**src/irtsfd_pkg.sv**
```systemverilog
package irtsfd_pkg;

  // frame geometry
  localparam int DATA_BITS = 20;
  localparam int CNT_W     = $clog2(DATA_BITS + 1);
  localparam int VALUE_W   = 20;
  localparam int DUR_W     = 16;
  localparam int TIME_W    = DUR_W + 2;  // signed leftover time
  localparam int CFG_W     = 16;
  localparam int CFG_IDX_W = 3;
  localparam int OUT_W     = 24;         // accepted + status + value, byte padded

  // configuration register indexes
  localparam logic [CFG_IDX_W-1:0] REG_TICK       = 3'd0;
  localparam logic [CFG_IDX_W-1:0] REG_TICK_MIN   = 3'd1;
  localparam logic [CFG_IDX_W-1:0] REG_HEADER     = 3'd2;
  localparam logic [CFG_IDX_W-1:0] REG_HEADER_MIN = 3'd3;
  localparam logic [CFG_IDX_W-1:0] REG_FOOTER_MIN = 3'd4;

  // decoder phase within a capture
  typedef enum logic [1:0] {
    PH_HEADER  = 2'd0,
    PH_DATA    = 2'd1,
    PH_FOOTER  = 2'd2,
    PH_DISCARD = 2'd3
  } phase_t;

  // result status codes
  typedef enum logic [1:0] {
    ST_OK         = 2'd0,
    ST_HDR_SHORT  = 2'd1,
    ST_FEW_BITS   = 2'd2,
    ST_FOOT_SHORT = 2'd3
  } status_t;

  // sequencer states
  typedef enum logic [1:0] {
    SQ_IDLE  = 2'd0,
    SQ_SLICE = 2'd1,
    SQ_EMIT  = 2'd2
  } seq_t;

endpackage

```
**src/ir_tick_sliced_frame_decoder.sv**
```systemverilog
// Infrared tick-sliced frame decoder.
// Input channel in_*: one mark or space duration per transfer, in_tdata[15:0]
// is the duration in us, in_tlast marks the final duration of a capture. The
// first duration of a capture is the header mark; levels alternate after it.
// Output channel out_*: at most one result per capture, issued at the
// duration where the outcome is decided; later durations of that capture
// up to in_tlast are dropped without a result.
// Configuration: cfg_we writes cfg_data into register cfg_index (0 tick,
// 1 tick minimum, 2 header, 3 header minimum, 4 footer minimum); the user
// writes only while idle, which the block itself does not enforce.
// Timing: one shared subtract/compare unit slices one bit per cycle; a duration
// holds in_tready low while its bits are sliced (0 to 20) and its result is
// loaded; a short header or footer only for the load, a dropped one not at all.
// A stalled receiver holds the result in the output register; the next
// duration is still taken and worked on, and only a second result waits
// for the register to free up.
// Reset (rst_n low, synchronous) restores default registers, clears the
// output and restarts at header detection.
module ir_tick_sliced_frame_decoder
  import irtsfd_pkg::*;
(
  input  logic                 clk,
  input  logic                 rst_n,
  // input stream
  input  logic                 in_tvalid,
  output logic                 in_tready,
  input  logic [DUR_W-1:0]     in_tdata,   // [15:0] duration_us
  input  logic                 in_tlast,   // last_in_capture
  // result stream
  output logic                 out_tvalid,
  input  logic                 out_tready,
  output logic [OUT_W-1:0]     out_tdata,  // [0] accepted, [2:1] status,
                                           // [22:3] frame_value, [23] zero
  // configuration writes
  input  logic                 cfg_we,
  input  logic [CFG_IDX_W-1:0] cfg_index,
  input  logic [CFG_W-1:0]     cfg_data
);

  // configuration registers
  logic [CFG_W-1:0] tick_r, tick_min_r, header_r, header_min_r, footer_min_r;

  // sequencer and decode state
  seq_t                      seq_r, seq_nxt;
  phase_t                    phase_r, phase_nxt;
  logic signed [TIME_W-1:0]  left_r, left_nxt;
  logic                      mark_r, mark_nxt;
  logic [CNT_W-1:0]          bcnt_r, bcnt_nxt;
  logic [VALUE_W-1:0]        shift_r, shift_nxt;
  logic                      last_r, last_nxt;
  status_t                   pend_r, pend_nxt;

  // output register
  logic                      ovalid_r, ovalid_nxt;
  logic                      oacc_r, oacc_nxt;
  status_t                   ostat_r, ostat_nxt;
  logic [VALUE_W-1:0]        oval_r, oval_nxt;

  // shared slice unit signals
  logic [TIME_W-1:0]         tick_ext;
  logic                      left_pos;
  logic                      left_ge_tmin;
  logic                      left_ge_fmin;
  logic                      bits_open;
  logic                      slice_go;
  logic signed [TIME_W-1:0]  left_dec;
  logic                      in_xfer;
  logic                      out_free;

  assign in_tready  = (seq_r == SQ_IDLE);
  assign in_xfer    = in_tvalid && in_tready;
  assign out_free   = !ovalid_r || out_tready;
  assign out_tvalid = ovalid_r;
  assign out_tdata  = {1'b0, oval_r, ostat_r, oacc_r};

  // one subtract and two compares on the leftover time
  assign tick_ext     = (tick_r == '0) ? TIME_W'(1) : {2'b00, tick_r};
  assign left_pos     = !left_r[TIME_W-1] && (left_r != '0);
  assign left_ge_tmin = left_r[TIME_W-2:0] >= {1'b0, tick_min_r};
  assign left_ge_fmin = left_r[TIME_W-2:0] >= {1'b0, footer_min_r};
  assign bits_open    = bcnt_r < CNT_W'(DATA_BITS);
  assign slice_go     = bits_open && left_pos && left_ge_tmin;
  assign left_dec     = left_r - $signed(tick_ext);

  // configuration write port
  always_ff @(posedge clk) begin
    if (!rst_n) begin
      tick_r       <= CFG_W'(150);
      tick_min_r   <= CFG_W'(120);
      header_r     <= CFG_W'(750);
      header_min_r <= CFG_W'(600);
      footer_min_r <= CFG_W'(600);
    end else if (cfg_we) begin
      case (cfg_index)
        REG_TICK:       tick_r       <= cfg_data;
        REG_TICK_MIN:   tick_min_r   <= cfg_data;
        REG_HEADER:     header_r     <= cfg_data;
        REG_HEADER_MIN: header_min_r <= cfg_data;
        REG_FOOTER_MIN: footer_min_r <= cfg_data;
        default: ;
      endcase
    end
  end

  // next sequencer state
  always_comb begin
    seq_nxt = seq_r;
    case (seq_r)
      SQ_IDLE: begin
        if (in_xfer) begin
          case (phase_r)
            PH_HEADER: seq_nxt = (in_tdata < header_min_r) ? SQ_EMIT : SQ_SLICE;
            PH_DATA:   seq_nxt = SQ_SLICE;
            PH_FOOTER: seq_nxt = SQ_EMIT;
            default:   seq_nxt = SQ_IDLE;
          endcase
        end
      end
      SQ_SLICE: begin
        if (!slice_go) begin
          if (bits_open) seq_nxt = last_r ? SQ_EMIT : SQ_IDLE;
          else if (left_pos) seq_nxt = SQ_EMIT;
          else seq_nxt = last_r ? SQ_EMIT : SQ_IDLE;
        end
      end
      SQ_EMIT: begin
        if (out_free) seq_nxt = SQ_IDLE;
      end
      default: seq_nxt = SQ_IDLE;
    endcase
  end

  // datapath and output register updates
  always_comb begin
    phase_nxt  = phase_r;
    left_nxt   = left_r;
    mark_nxt   = mark_r;
    bcnt_nxt   = bcnt_r;
    shift_nxt  = shift_r;
    last_nxt   = last_r;
    pend_nxt   = pend_r;
    ovalid_nxt = ovalid_r && !out_tready;
    oacc_nxt   = oacc_r;
    ostat_nxt  = ostat_r;
    oval_nxt   = oval_r;
    case (seq_r)
      // take a duration: set up the slice loop, judge a footer or drop a discarded one
      SQ_IDLE: begin
        if (in_xfer) begin
          last_nxt = in_tlast;
          case (phase_r)
            PH_HEADER: begin
              mark_nxt  = 1'b1;
              bcnt_nxt  = '0;
              shift_nxt = '0;
              pend_nxt  = ST_HDR_SHORT;
              left_nxt  = $signed({2'b00, in_tdata}) - $signed({2'b00, header_r});
            end
            PH_DATA: begin
              mark_nxt = !mark_r;
              left_nxt = $signed({2'b00, in_tdata});
            end
            PH_FOOTER: begin
              pend_nxt = (in_tdata >= footer_min_r) ? ST_OK : ST_FOOT_SHORT;
            end
            default: begin
              if (in_tlast) phase_nxt = PH_HEADER;
            end
          endcase
        end
      end
      // one tick slice per cycle, then the pending status and next phase once slicing stops
      SQ_SLICE: begin
        if (slice_go) begin
          shift_nxt = {shift_r[VALUE_W-2:0], mark_r};
          bcnt_nxt  = bcnt_r + CNT_W'(1);
          left_nxt  = left_dec;
        end else if (bits_open) begin
          pend_nxt = ST_FEW_BITS;
          if (!last_r) phase_nxt = PH_DATA;
        end else if (left_pos) begin
          pend_nxt = left_ge_fmin ? ST_OK : ST_FOOT_SHORT;
        end else begin
          pend_nxt = ST_OK;
          if (!last_r) phase_nxt = PH_FOOTER;
        end
      end
      // load the result once the output register is free
      SQ_EMIT: begin
        if (out_free) begin
          ovalid_nxt = 1'b1;
          oacc_nxt   = (pend_r == ST_OK);
          ostat_nxt  = pend_r;
          oval_nxt   = (pend_r == ST_OK) ? shift_r : '0;
          phase_nxt  = last_r ? PH_HEADER : PH_DISCARD;
        end
      end
      default: ;
    endcase
  end

  // control registers
  always_ff @(posedge clk) begin
    if (!rst_n) begin
      seq_r    <= SQ_IDLE;
      phase_r  <= PH_HEADER;
      ovalid_r <= 1'b0;
      mark_r   <= 1'b1;
      bcnt_r   <= '0;
      left_r   <= '0;
      shift_r  <= '0;
    end else begin
      seq_r    <= seq_nxt;
      phase_r  <= phase_nxt;
      ovalid_r <= ovalid_nxt;
      mark_r   <= mark_nxt;
      bcnt_r   <= bcnt_nxt;
      left_r   <= left_nxt;
      shift_r  <= shift_nxt;
    end
  end

  // payload registers
  always_ff @(posedge clk) begin
    last_r  <= last_nxt;
    pend_r  <= pend_nxt;
    oacc_r  <= oacc_nxt;
    ostat_r <= ostat_nxt;
    oval_r  <= oval_nxt;
  end

endmodule

```
**config.mk**
```make
export PLATFORM = sky130hd
export DESIGN_NAME = ir_tick_sliced_frame_decoder
export DESIGN_NICKNAME = d
export VERILOG_FILES = /design/src/irtsfd_pkg.sv /design/src/ir_tick_sliced_frame_decoder.sv
export SDC_FILE = /design/constraint.sdc
export NUM_CORES = 1
export LEC_CHECK = 0
export BUFFER_PORTS_ARGS = -buffer_cell sky130_fd_sc_hd__buf_2
export CELL_PAD_IN_SITES_DETAIL_PLACEMENT = 1
export CELL_PAD_IN_SITES_GLOBAL_PLACEMENT = 1
export CORE_MARGIN = 10
export CORE_UTILIZATION = 47
export CTS_CLUSTER_SIZE = 10
export DETAILED_ROUTE_END_ITERATION = 12
export GPL_TIMING_DRIVEN = 0
export PLACE_DENSITY_LB_ADDON = 0.3
export SLEW_MARGIN = 25
export SYNTH_ARGS = -nofsm -noshare
export SYNTH_HDL_FRONTEND = slang
export SYNTH_SLANG_ARGS = --single-unit
```
**constraint.sdc**
```tcl
create_clock -name clk -period 3.7 [get_ports clk]
set_input_delay 0.555 -clock clk [delete_from_list [all_inputs] [get_ports clk]]
set_output_delay 0.555 -clock clk [all_outputs]
set_load 0.01 [all_outputs]
```
## After elaboration in Yosys (flattened, before gate mapping)

Index checks and enable logic that the tools add are counted.

| word-level totals | value |
|---|---|
| memories kept | 0 |
| bits in read-only memories | 0 |
| input bits | 41 |
| latch bits | 0 |
| RAM bits | 0 |
| word-level logic and storage cells | 122 |
| output and inout bits | 26 |
| register bits after elaboration | 155 |

| cells by class | value |
|---|---|
| bitwise gates (word level) | 0 |
| reductions and logical operators | 33 |
| shift operators | 0 |
| add/subtract/negate cells | 3 |
| eq/ne operators | 20 |
| div/mod/pow operators | 0 |
| order comparisons | 5 |
| multiply operators | 0 |
| multiplexer cells | 44 |

Operators with widths:

| operator | number |
|---|---|
| 18-bit case mux with 2 select lines | 2 |
| 20-bit 2-to-1 mux | 3 |
| 2-bit 2-to-1 mux | 23 |
| 20-bit case mux with 2 select lines | 1 |
| 18-bit 2-to-1 mux | 2 |
| 17-bit by 16-bit >= comparator with 1-bit output | 2 |
| 2-bit case mux with 3 select lines | 3 |
| 18-bit nonzero test | 1 |
| 18-bit by 17-bit subtractor with 18-bit output | 1 |
| 16-bit by 16-bit subtractor with 17-bit output | 1 |
| 16-bit >= comparator | 1 |
| 16-bit logical NOT | 1 |
| 16-bit < comparator | 1 |
| 16-bit 2-to-1 mux | 1 |
| 5-bit 2-to-1 mux | 3 |
| 2-bit AND reduction | 7 |
| 4-bit AND reduction | 3 |
| 5-bit case mux with 2 select lines | 1 |
| 3-bit != test, second input constant | 3 |
| 9-bit AND reduction | 1 |
| 2-bit != test, second input constant | 4 |
| 2-bit case mux with 2 select lines | 2 |
| 3-bit by 2-bit == test with 1-bit output, second input constant | 2 |
| 2-bit logical NOT | 3 |
| other kinds (18) | 33 |

## Logic depth before layout (Yosys ltp)

Gate-level depths: netlist of the first run.

| logic depth | value |
|---|---|
| depth in word-level cells | 6 |
| depth in mapped cells | 12 |
| depth with buffers taken out | 12 |

## Worst setup path after synthesis of the first run

Ideal clock, no wire load.

| timing | value |
|---|---|
| path kind | register to register |
| start | register tick_r[8] |
| end | register left_r[14] |
| stages on the path, launching flop included | 13 |
| library setup time | 0.122 ns |
| arrival time | 2.560 ns |
| path slack | 1.018 ns |
| path buffers | 0 |
| clock period less this slack | 2.682 ns |
| cell sequence | dfxtp_1 nor4_1 a41o_1 ha_1 fa_1 nor2b_1 o31ai_1 a211oi_1 o31a_1 o22ai_1 nor3_1 o31ai_1 o22ai_1 |

| on the way | value |
|---|---|
| longest elaborated chain between the ends | 5 |

Ends and longest elaborated chain:

| element | line | source |
|---|---|---|
| start, declared | ir_tick_sliced_frame_decoder.sv:41 | `logic [CFG_W-1:0] tick_r, tick_min_r, header_r, header_min_r, footer_min_r;` |
| start signal, assigned | ir_tick_sliced_frame_decoder.sv:95 | `REG_TICK: tick_r <= cfg_data;` |
| 16-bit logical NOT | ir_tick_sliced_frame_decoder.sv:77 | `assign tick_ext = (tick_r == '0) ? TIME_W'(1) : {2'b00, tick_r};` |
| 16-bit 2-to-1 mux (*) | ir_tick_sliced_frame_decoder.sv:77 |  |
| 18-bit by 17-bit subtractor with 18-bit output (*) | ir_tick_sliced_frame_decoder.sv:83 | `assign left_dec = left_r - $signed(tick_ext);` |
| 18-bit 2-to-1 mux (*) | ir_tick_sliced_frame_decoder.sv:174 | `if (slice_go) begin` |
| 18-bit case mux with 2 select lines (*) | ir_tick_sliced_frame_decoder.sv:146 | `case (seq_r)` |
| end signal, assigned | ir_tick_sliced_frame_decoder.sv:218 | `left_r <= left_nxt;` |
| end, declared | ir_tick_sliced_frame_decoder.sv:46 | `logic signed [TIME_W-1:0] left_r, left_nxt;` |

Every way passes the cells marked *; elsewhere a longest branch is shown, timed or not. The select of a mux whose other input is x is not followed.
A chain may end at the register's enable or synchronous reset.

## Worst setup path after layout of the first run

| timing | value |
|---|---|
| start | register tick_r[8] |
| end | register left_r[16] |

Same word-level chain as after synthesis.

==> PnR_summary.wiki, run 1 <==
{| class="wikitable"
! Metric !! Value
|-
| Number of fillers in the final layout || 2340
|-
| Gate Count Post-Synth || 1087
|-
| Setup repair after global routing missed its margin || no
|-
| Global-route wire length before repair || 47500 um
|-
| Number of clock sinks seen by CTS || 155
|-
| Post-CTS setup repair buffer count || 0
|-
| Cell leakage power || 4.38 nW
|-
| First-iteration detailed-routing DRC count || 391
|-
| Post-synthesis net count || 1230
|-
| Initial Utilization || 47.9%
|-
| Post-route setup slack || 0.335 ns
|-
| Post-Route Utilization || 54.1%
|-
| Area of the die || 0.0259 mm^2
|-
| Clock Pin Slew Worst Setup and Hold Paths || 0.07 ns
|-
| # setup viols final || 0
|-
| Count of flip-flops with a built-in enable after synthesis || 26
|-
| Cell-internal power || 3.90 mW
|-
| Class of the tightest hold or removal check || input pin to flop
|-
| Number of levels in the clock H-tree || 4
|-
| Overall die height || 161 um
|-
| Final Non-Filler Cells || 1449
|-
| Fraction of synthesis flops using an asynchronous set or reset pin || 0%
|-
| Status || finished clean
|-
| TritonCTS buffer count || 17
|-
| Ratio of final minimum period to clock period || 90.9%
|-
| Area of all placed cells without fillers || 0.0105 mm^2
|-
| Slew at the pin closest to its max-slew limit || 0.958 ns
|-
| Number of global-route vias before repair || 8984
|-
| Clock Tree Root || clkbuf_16
|-
| Post-DRT Antenna Nets || 0
|-
| Combined area of all synthesized cells || 0.00932 mm^2
|-
| Diode count || 0
|-
| Clock tree from TritonCTS || built
|-
| Vias after detailed routing || 8337
|-
| Number of library cell types mapped by synthesis || 76
|-
| Latest clock arrival within the worst-skew pair || 0.44 ns
|-
| Count of instances resized after the clock tree is built || 0
|-
| Combinational Power Share || 42.1%
|-
| First-pass DRT Iterations || 5
|-
| Vias per inst || 5.75
|-
| Dpl ws || 0.380 ns
|-
| Net switching fraction of the power || 40.8%
|-
| Detailed placement HPWL || 23300 um
|-
| DIE WIDTH || 161 um
|-
| Number of top-level design ports || 67
|-
| Req. time, crit path || 4.02 ns
|-
| Layout Area Growth over Synthesis || 13.0%
|-
| Instance count after placement with tap cells included || 1417
|-
| Hold Buf Count CTS || 0
|-
| Max clock buf depth || 2
|-
| WS Path Type || flop to flop
|-
| Worst ir drop on vdd || 0.388 mV
|-
| WL per Instance || 20.7 um
|-
| Critical Path Source Type || flop
|-
| Tot GR Track Use || 23.0%
|-
| Drt drc || 0
|-
| Total Routed Length || 30000 um
|-
| Total number of yosys warnings || 0
|-
| Placer congestion estimate || 0.910
|-
| Row Count || 51
|-
| Worst hold margin || 0.332 ns
|-
| Min cycle time layout || 3.36 ns
|-
| Count of pins over their slew limit || 0
|-
| Antenna violations before repair || 0
|-
| Area of the core region || 0.0195 mm^2
|-
| Critical path data arrival time || 3.69 ns
|-
| Number of I/O port buffers || 64
|-
| Clock network fraction of design power || 24.9%
|-
| Biggest fanout along the worst timing path || 4
|-
| Part of the Yosys area used for sequential elements || 36.1%
|-
| Commonest cells after routing, fill and taps aside || 181 x nand2_1, 129 x dfxtp_1, 100 x ha_1
|-
| Hold Vio Cnt, Final || 0
|-
| Primary flip-flop cell chosen by synthesis mapping || dfxtp_1
|-
| Max-cap viol count || 0
|-
| Normalized max-slew margin || 36.1%
|-
| Overflow left after global routing || 0
|-
| Net Switching || 2.68 mW
|-
| Maximum number of pins on one net before global-route repair || 17
|-
| Most common cell after layout, fill and taps aside || nand2_1
|-
| Timing-limited maximum frequency || 297 MHz
|-
| Power Dens Cells || 625 mW/mm^2
|-
| Post-synthesis average cell area || 8.57 um^2
|-
| Sequential share of power || 33.0%
|-
| Type of element capturing the critical path || flop
|-
| Summed negative setup slack over all endpoints || 0 ns
|-
| Number of nets at the end of the flow || 1314
|-
| Placed cell areas || 0.00998 mm^2
|-
| Share of post-route cells with drive strength above 1 || 10.6%
|-
| Skew final || 0.00850 ns
|-
| Total power draw || 6.58 mW
|-
| Number of register bits inferred by synthesis || 155
|}
[Yosys cell counts, drive strengths merged, types with 2 or more instances]
cell type | number | area share (%)
and2 | 26 | 1.7
nand2 | 181 | 7.3
nor3 | 22 | 1.2
o21ai | 40 | 2.2
dfxtp | 129 | 28
a21boi | 63 | 5.1
o21a | 14 | 1.1
o31ai | 9 | 0.73
a31oi | 9 | 0.60
o31a | 3 | 0.28
a41oi | 2 | 0.19
nand2b | 12 | 0.81
mux2i | 2 | 0.21
nand4 | 13 | 0.87
or3 | 4 | 0.27
a21o | 22 | 1.8
and4 | 2 | 0.19
ha | 100 | 13
nand3b | 2 | 0.16
a22o | 22 | 2.2
nor4 | 9 | 0.60
buf | 12 | 0.77
a21oi | 50 | 3.0
a2111oi | 5 | 0.94
inv | 95 | 3.8
nor2b | 15 | 1.0
or2 | 4 | 0.27
o221ai | 2 | 0.19
o211a | 5 | 0.54
xor2 | 6 | 0.56
o22ai | 6 | 0.40
a211oi | 14 | 1.1
o311ai | 2 | 0.19
fa | 2 | 0.43
xnor2 | 10 | 0.94
a311oi | 2 | 0.26
nor2 | 41 | 1.7
and3 | 5 | 0.39
edfxtp | 26 | 8.4
nand3 | 12 | 0.64
o211ai | 34 | 2.7
clkbuf | 35 | 1.4
[per-layer routing]
metal  wire (um)  track usage, %  vias up
li1            -               -     4025
met1       12800            26.6     4074
met2       15000            40.8      186
met3        1190            4.29       52
met4        1090            9.64        0
met5           0               0        -
[power groups by stage]
stage	clock network (mW)	logic [mW]	registers, mW
after detailed placement	0	2.70	2.20
final	1.64	2.77	2.17
after CTS	1.67	2.74	2.17
after floorplan	0	1.86	2.17
after global placement	0	2.60	2.20
after global routing	1.75	3.03	2.20
[path summary, 6_finish.rpt]
kind | startpoint | endpoint | slack (ns) | cells past startpoint
worst max-delay path | tick_r[8] | left_r[16] | 0.34 | 12
worst min-delay path | in_tlast | last_r | 0.33 | 1
worst max register to register | tick_r[8] | left_r[16] | 0.34 | 12
worst min register to register | pend_r[0] | ostat_r[0] | 0.46 | 0
[sequential cells by signal (all words and copies together) (netlist names)]
register and count:
bcnt_r 5, footer_min_r 16, phase_r 2, pend_r 2, seq_r 2, header_r 16
oval_r 20, last_r 1, tick_min_r 16, out_tvalid 1, mark_r 1, tick_r 16
oacc_r 1, shift_r 20, ostat_r 2, left_r 18, header_min_r 16
[worst max-delay path: stages, from the launching register on]
cell       delay [ns]
dfxtp_1          0.33
nor4_1           0.41
a41o_1           0.28
ha_1             0.20
fa_1             0.21
nor2b_1          0.07
o31ai_1          0.46
a211oi_1         0.21
o31a_1           0.36
o22ai_1          0.26
o21a_1           0.21
o21ai_0          0.09
o2bb2ai_1        0.16
[logic make-up (layout without fill, tap and decap cells)]
family,count (synthesis),count (layout),share of synthesized area (%)
compound gates,315,315,24.6
other cells,1,1,0.0403
buf+inv,143,240,6.04
xor+xnor,16,16,1.50
simple gates,352,352,17.5
mux,3,3,0.336
flops,155,155,36.1
fa+ha+maj,102,102,13.9
[area by class of cell]
class | instances | area [um^2] | share of cell area (%)
Timing Repair Buffer | 65 | 335 | 3.19
Multi-Input combinational cell | 789 | 5390 | 51.2
Clock inverter | 14 | 114 | 1.08
Inverter | 96 | 360 | 3.42
Sequential cell | 155 | 3360 | 31.9
Tap cell | 265 | 332 | 3.15
Buffer | 47 | 203 | 1.93
Clock buffer | 18 | 429 | 4.08
No activity file was read; power rests on OpenSTA's default activity.
==> run 2, diff against run 1 <==
Settings changed: ABC_AREA set to 1, CORE_UTILIZATION 47 to 45.
==> PnR_summary.wiki, run 2 <==
{| class="wikitable"
! Metric !! Value
|-
| Status || finished clean
|-
| Overall die height || 167 um (+3.8%)
|-
| Initial Utilization || 45.9% (-2.0 points)
|-
| Clock network fraction of design power || 22.0% (-2.9 points)
|-
| Commonest cells after routing, fill and taps aside || 216 x nand2_1, 197 x inv_1, 153 x a21oi_1
|-
| Combined area of all synthesized cells || 0.00971 mm^2 (+4.2%)
|-
| Post-synthesis average cell area || 7.30 um^2 (-15%)
|-
| Timing-limited maximum frequency || 364 MHz (+23%)
|-
| Normalized max-slew margin || 49.2% (+13 points)
|-
| Row Count || 53 (+3.9%)
|-
| WS Path Type || flop to flop
|-
| Leading registers by flop count || oval_r x20, shift_r x20, left_r x18
|-
| Critical path data arrival time || 3.08 ns (-0.61 ns)
|-
| Total Routed Length || 32300 um (+7.7%)
|-
| Overflow left after global routing || 0 (unchanged)
|-
| Total power draw || 8.47 mW (+29%)
|-
| DIE WIDTH || 167 um (+3.8%)
|-
| Ratio of final minimum period to clock period || 74.2% (-17 points)
|-
| Number of register bits inferred by synthesis || 155 (unchanged)
|-
| Summed negative setup slack over all endpoints || 0 ns (unchanged)
|-
| Top area cells in the synthesized netlist || dfxtp_1 27%, ha_1 13%, nand2_1 8.3%, edfxtp_1 8.0%, a21oi_1 7.9%
|-
| Top cell types by occurrence after synthesis || 216 x nand2_1, 197 x inv_1, 154 x a21oi_1
|-
| Clock Tree Root || clkbuf_16
|-
| Diode count || 0 (unchanged)
|-
| Class of the tightest hold or removal check || input pin to flop
|-
| Latest clock arrival within the worst-skew pair || 0.44 ns (about the same)
|-
| Share of post-route cells with drive strength above 1 || 11.7% (+1.1 points)
|-
| Vias per inst || 5.53 (-3.9%)
|-
| Area share of and/or/nand/nor cells after synthesis || 21.4% (+3.9 points)
|-
| Count of flip-flops with a built-in enable after synthesis || 26 (unchanged)
|-
| Combinational Power Share || 50.1% (+8.0 points)
|-
| Global-route wire length before repair || 52100 um (+9.9%)
|-
| Number of top-level design ports || 67 (unchanged)
|-
| Dpl ws || 0.977 ns (+0.596 ns)
|-
| Top cell type's share of synthesized area || 26.6% (-1.1 points)
|-
| Number of nets at the end of the flow || 1557 (+18%)
|-
| Register-to-register setup slack || 0.95 ns (+0.62 ns)
|-
| First-pass DRT Iterations || 5 (unchanged)
|-
| # setup viols final || 0 (unchanged)
|-
| Post-CTS setup repair buffer count || 0 (unchanged)
|-
| Fraction of synthesis flops using an asynchronous set or reset pin || 0% (unchanged)
|-
| Number of levels in the clock H-tree || 4 (unchanged)
|-
| Maximum number of pins on one net before global-route repair || 24 (+7)
|-
| First-iteration detailed-routing DRC count || 478 (+22%)
|-
| Number of clock sinks seen by CTS || 155 (unchanged)
|-
| Post-route setup slack || 0.954 ns (+0.619 ns)
|-
| Count of pins over their slew limit || 0 (unchanged)
|-
| Share of the synthesized netlist area taken by xor and xnor gates || 1.26% (-0.24 points)
|-
| Cell-internal power || 4.49 mW (+15%)
|-
| Crit Reg-Reg Startpoint || tick_r[0]
|-
| Primary flip-flop cell chosen by synthesis mapping || dfxtp_1
|-
| Net Switching || 3.99 mW (+49%)
|-
| Most frequently used cell type in the post-synthesis netlist || nand2_1
|-
| Area of the die || 0.0279 mm^2 (+7.8%)
|-
| Vias after detailed routing || 9412 (+13%)
|-
| Placer congestion estimate || 0.930 (+2.2%)
|-
| Hold Vio Cnt, Final || 0 (unchanged)
|-
| Terminus of the critical flop-to-flop path || left_r[16]
|-
| Number of I/O port buffers || 64 (unchanged)
|-
| Most common cell after layout, fill and taps aside || nand2_1
|-
| Net switching fraction of the power || 47.0% (+6.3 points)
|-
| Number of global-route vias before repair || 9946 (+11%)
|-
| Layout Area Growth over Synthesis || 13.3%
|-
| Max clock buf depth || 2 (unchanged)
|-
| Biggest fanout along the worst timing path || 3 (-1)
|-
| Detailed placement HPWL || 25100 um (+7.6%)
|-
| Drt drc || 0 (unchanged)
|-
| Slew at the pin closest to its max-slew limit || 0.761 ns (-0.197 ns)
|-
| Gate Count Post-Synth || 1331 (+22%)
|-
| Total number of yosys warnings || 0 (unchanged)
|-
| Placed cell areas || 0.0104 mm^2 (+4.0%)
|-
| Clock Pin Slew Worst Setup and Hold Paths || 0.08 ns (about the same)
|-
| Skew final || 0.0166 ns (+0.00805 ns)
|-
| Post-synthesis compound-gate area fraction || 18.9% (-5.7 points)
|-
| Antenna violations before repair || 0 (unchanged)
|-
| Type of element capturing the critical path || flop
|-
| Post-synthesis adder-cell area fraction || 13.3% (-0.56 points)
|-
| Tot GR Track Use || 22.9% (-0.13 points)
|-
| Sequential share of power || 28.0% (-5.0 points)
|-
| Clock tree from TritonCTS || built
|-
| Setup repair after global routing missed its margin || no
|-
| Worst Min Path Start || in_tlast
|-
| Library cell with the largest summed area after synthesis || dfxtp_1
|-
| Number of fillers in the final layout || 2727 (+17%)
|-
| Count of instances resized after the clock tree is built || 0 (unchanged)
|-
| Largest family of logic cells by synthesized area || simple AND/OR/NAND/NOR gates
|-
| Power Dens Cells || 770 mW/mm^2 (+23%)
|-
| Critical Path Source Type || flop
|-
| WL per Instance || 19.0 um (-8.3%)
|-
| Share of synthesized area spent on multiplexers || 0.309% (-0.027 points)
|-
| Post-DRT Antenna Nets || 0 (unchanged)
|-
| Cell leakage power || 5.08 nW (+16%)
|-
| Area of all placed cells without fillers || 0.0110 mm^2 (+4.6%)
|-
| Min cycle time layout || 2.75 ns (-0.619 ns)
|-
| Req. time, crit path || 4.03 ns (about the same)
|-
| Hold Buf Count CTS || 0 (unchanged)
|-
| Max-cap viol count || 0 (unchanged)
|-
| Worst ir drop on vdd || 0.382 mV (-1.5%)
|-
| TritonCTS buffer count || 17 (unchanged)
|-
| Hold Path End || last_r
|-
| Number of library cell types mapped by synthesis || 50 (-34%)
|-
| Part of the Yosys area used for sequential elements || 34.6% (-1.5 points)
|-
| Area of the core region || 0.0212 mm^2 (+8.7%)
|-
| R2R depth || 13 (+1)
|-
| Post-synthesis net count || 1474 (+20%)
|-
| Instance count along the most critical hold path || 1 (unchanged)
|}
-- run 2: area by class of cell --
type / instances / area [um^2] / share of cell area (%)
Buffer: 43 / 224 / 2.03
Clock buffer: 17 / 425 / 3.86
Clock inverter: 15 / 195 / 1.77
Inverter: 204 / 766 / 6.96
Multi-Input combinational cell: 929 / 5370 / 48.8
Sequential cell: 155 / 3360 / 30.6
Tap cell: 275 / 344 / 3.13
Timing Repair Buffer: 64 / 320 / 2.91
-- run 2: metrics by stage --
| step | cells | utilization [%] | hold slack (ns) |
|---|---|---|---|
| after floorplan | 1331 | - | 0.424 |
| after global placement | 1670 | 49.0 | 0.429 |
| after detailed placement | 1670 | 49.1 | 0.437 |
| after CTS | 1702 | 52.0 | 0.312 |
| after global routing | 1702 | 52.0 | 0.317 |
| final | 1702 | 52.0 | 0.323 |
-- run 2: metal layers --
| layer | track usage [%] | wire, um |
|---|---|---|
| met5 | 0 | 0 |
| met4 | 9.55 | 1170 |
| met3 | 3.34 | 1400 |
| met2 | 39.3 | 15300 |
| met1 | 27.9 | 14400 |
-- run 2: how the worst max path moves through the flow --
stage,cells after the start,end,startpoint,slack (ns)
2_1_floorplan,13,left_r[16],tick_r[9],1.46
3_3_place_gp,15,left_r[17],in_tdata[0],1.01
3_5_place_dp,15,left_r[17],in_tdata[0],0.98
4_1_cts,14,left_r[16],tick_r[12],0.97
5_1_grt,14,left_r[16],tick_r[12],0.76
6_report,13,left_r[16],tick_r[0],0.95
-- run 2: kinds of logic after synthesis --
family,count (synthesis)
AOI/OAI and AO/OA,335
and+or+nand+nor,474
muxes,3
xor gates and xnor gates,14
DFF,155
buffers and inverters,247
adders and majority gates,102
other,1
-- run 2: power by group through the flow --
stage / Combinational [mW] / Sequential, mW / Clock [mW]
6_report: 4.24 / 2.37 / 1.86
5_1_grt: 4.74 / 2.41 / 1.95
4_1_cts: 4.22 / 2.37 / 1.88
3_5_place_dp: 4.12 / 2.40 / 0
3_3_place_gp: 3.93 / 2.39 / 0
2_1_floorplan: 2.99 / 2.32 / 0
-- run 2: worst max-delay path, stage by stage, from the launching register on --
cell	delay, ns
dfxtp_1	0.38
nor4_1	0.08
a41o_1	0.22
ha_1	0.20
fa_1	0.39
inv_1	0.10
nand2_1	0.08
o21ai_1	0.21
a21oi_1	0.14
o21ai_1	0.28
nand2_1	0.15
a21oi_1	0.16
nor2_1	0.07
o21a_1	0.16
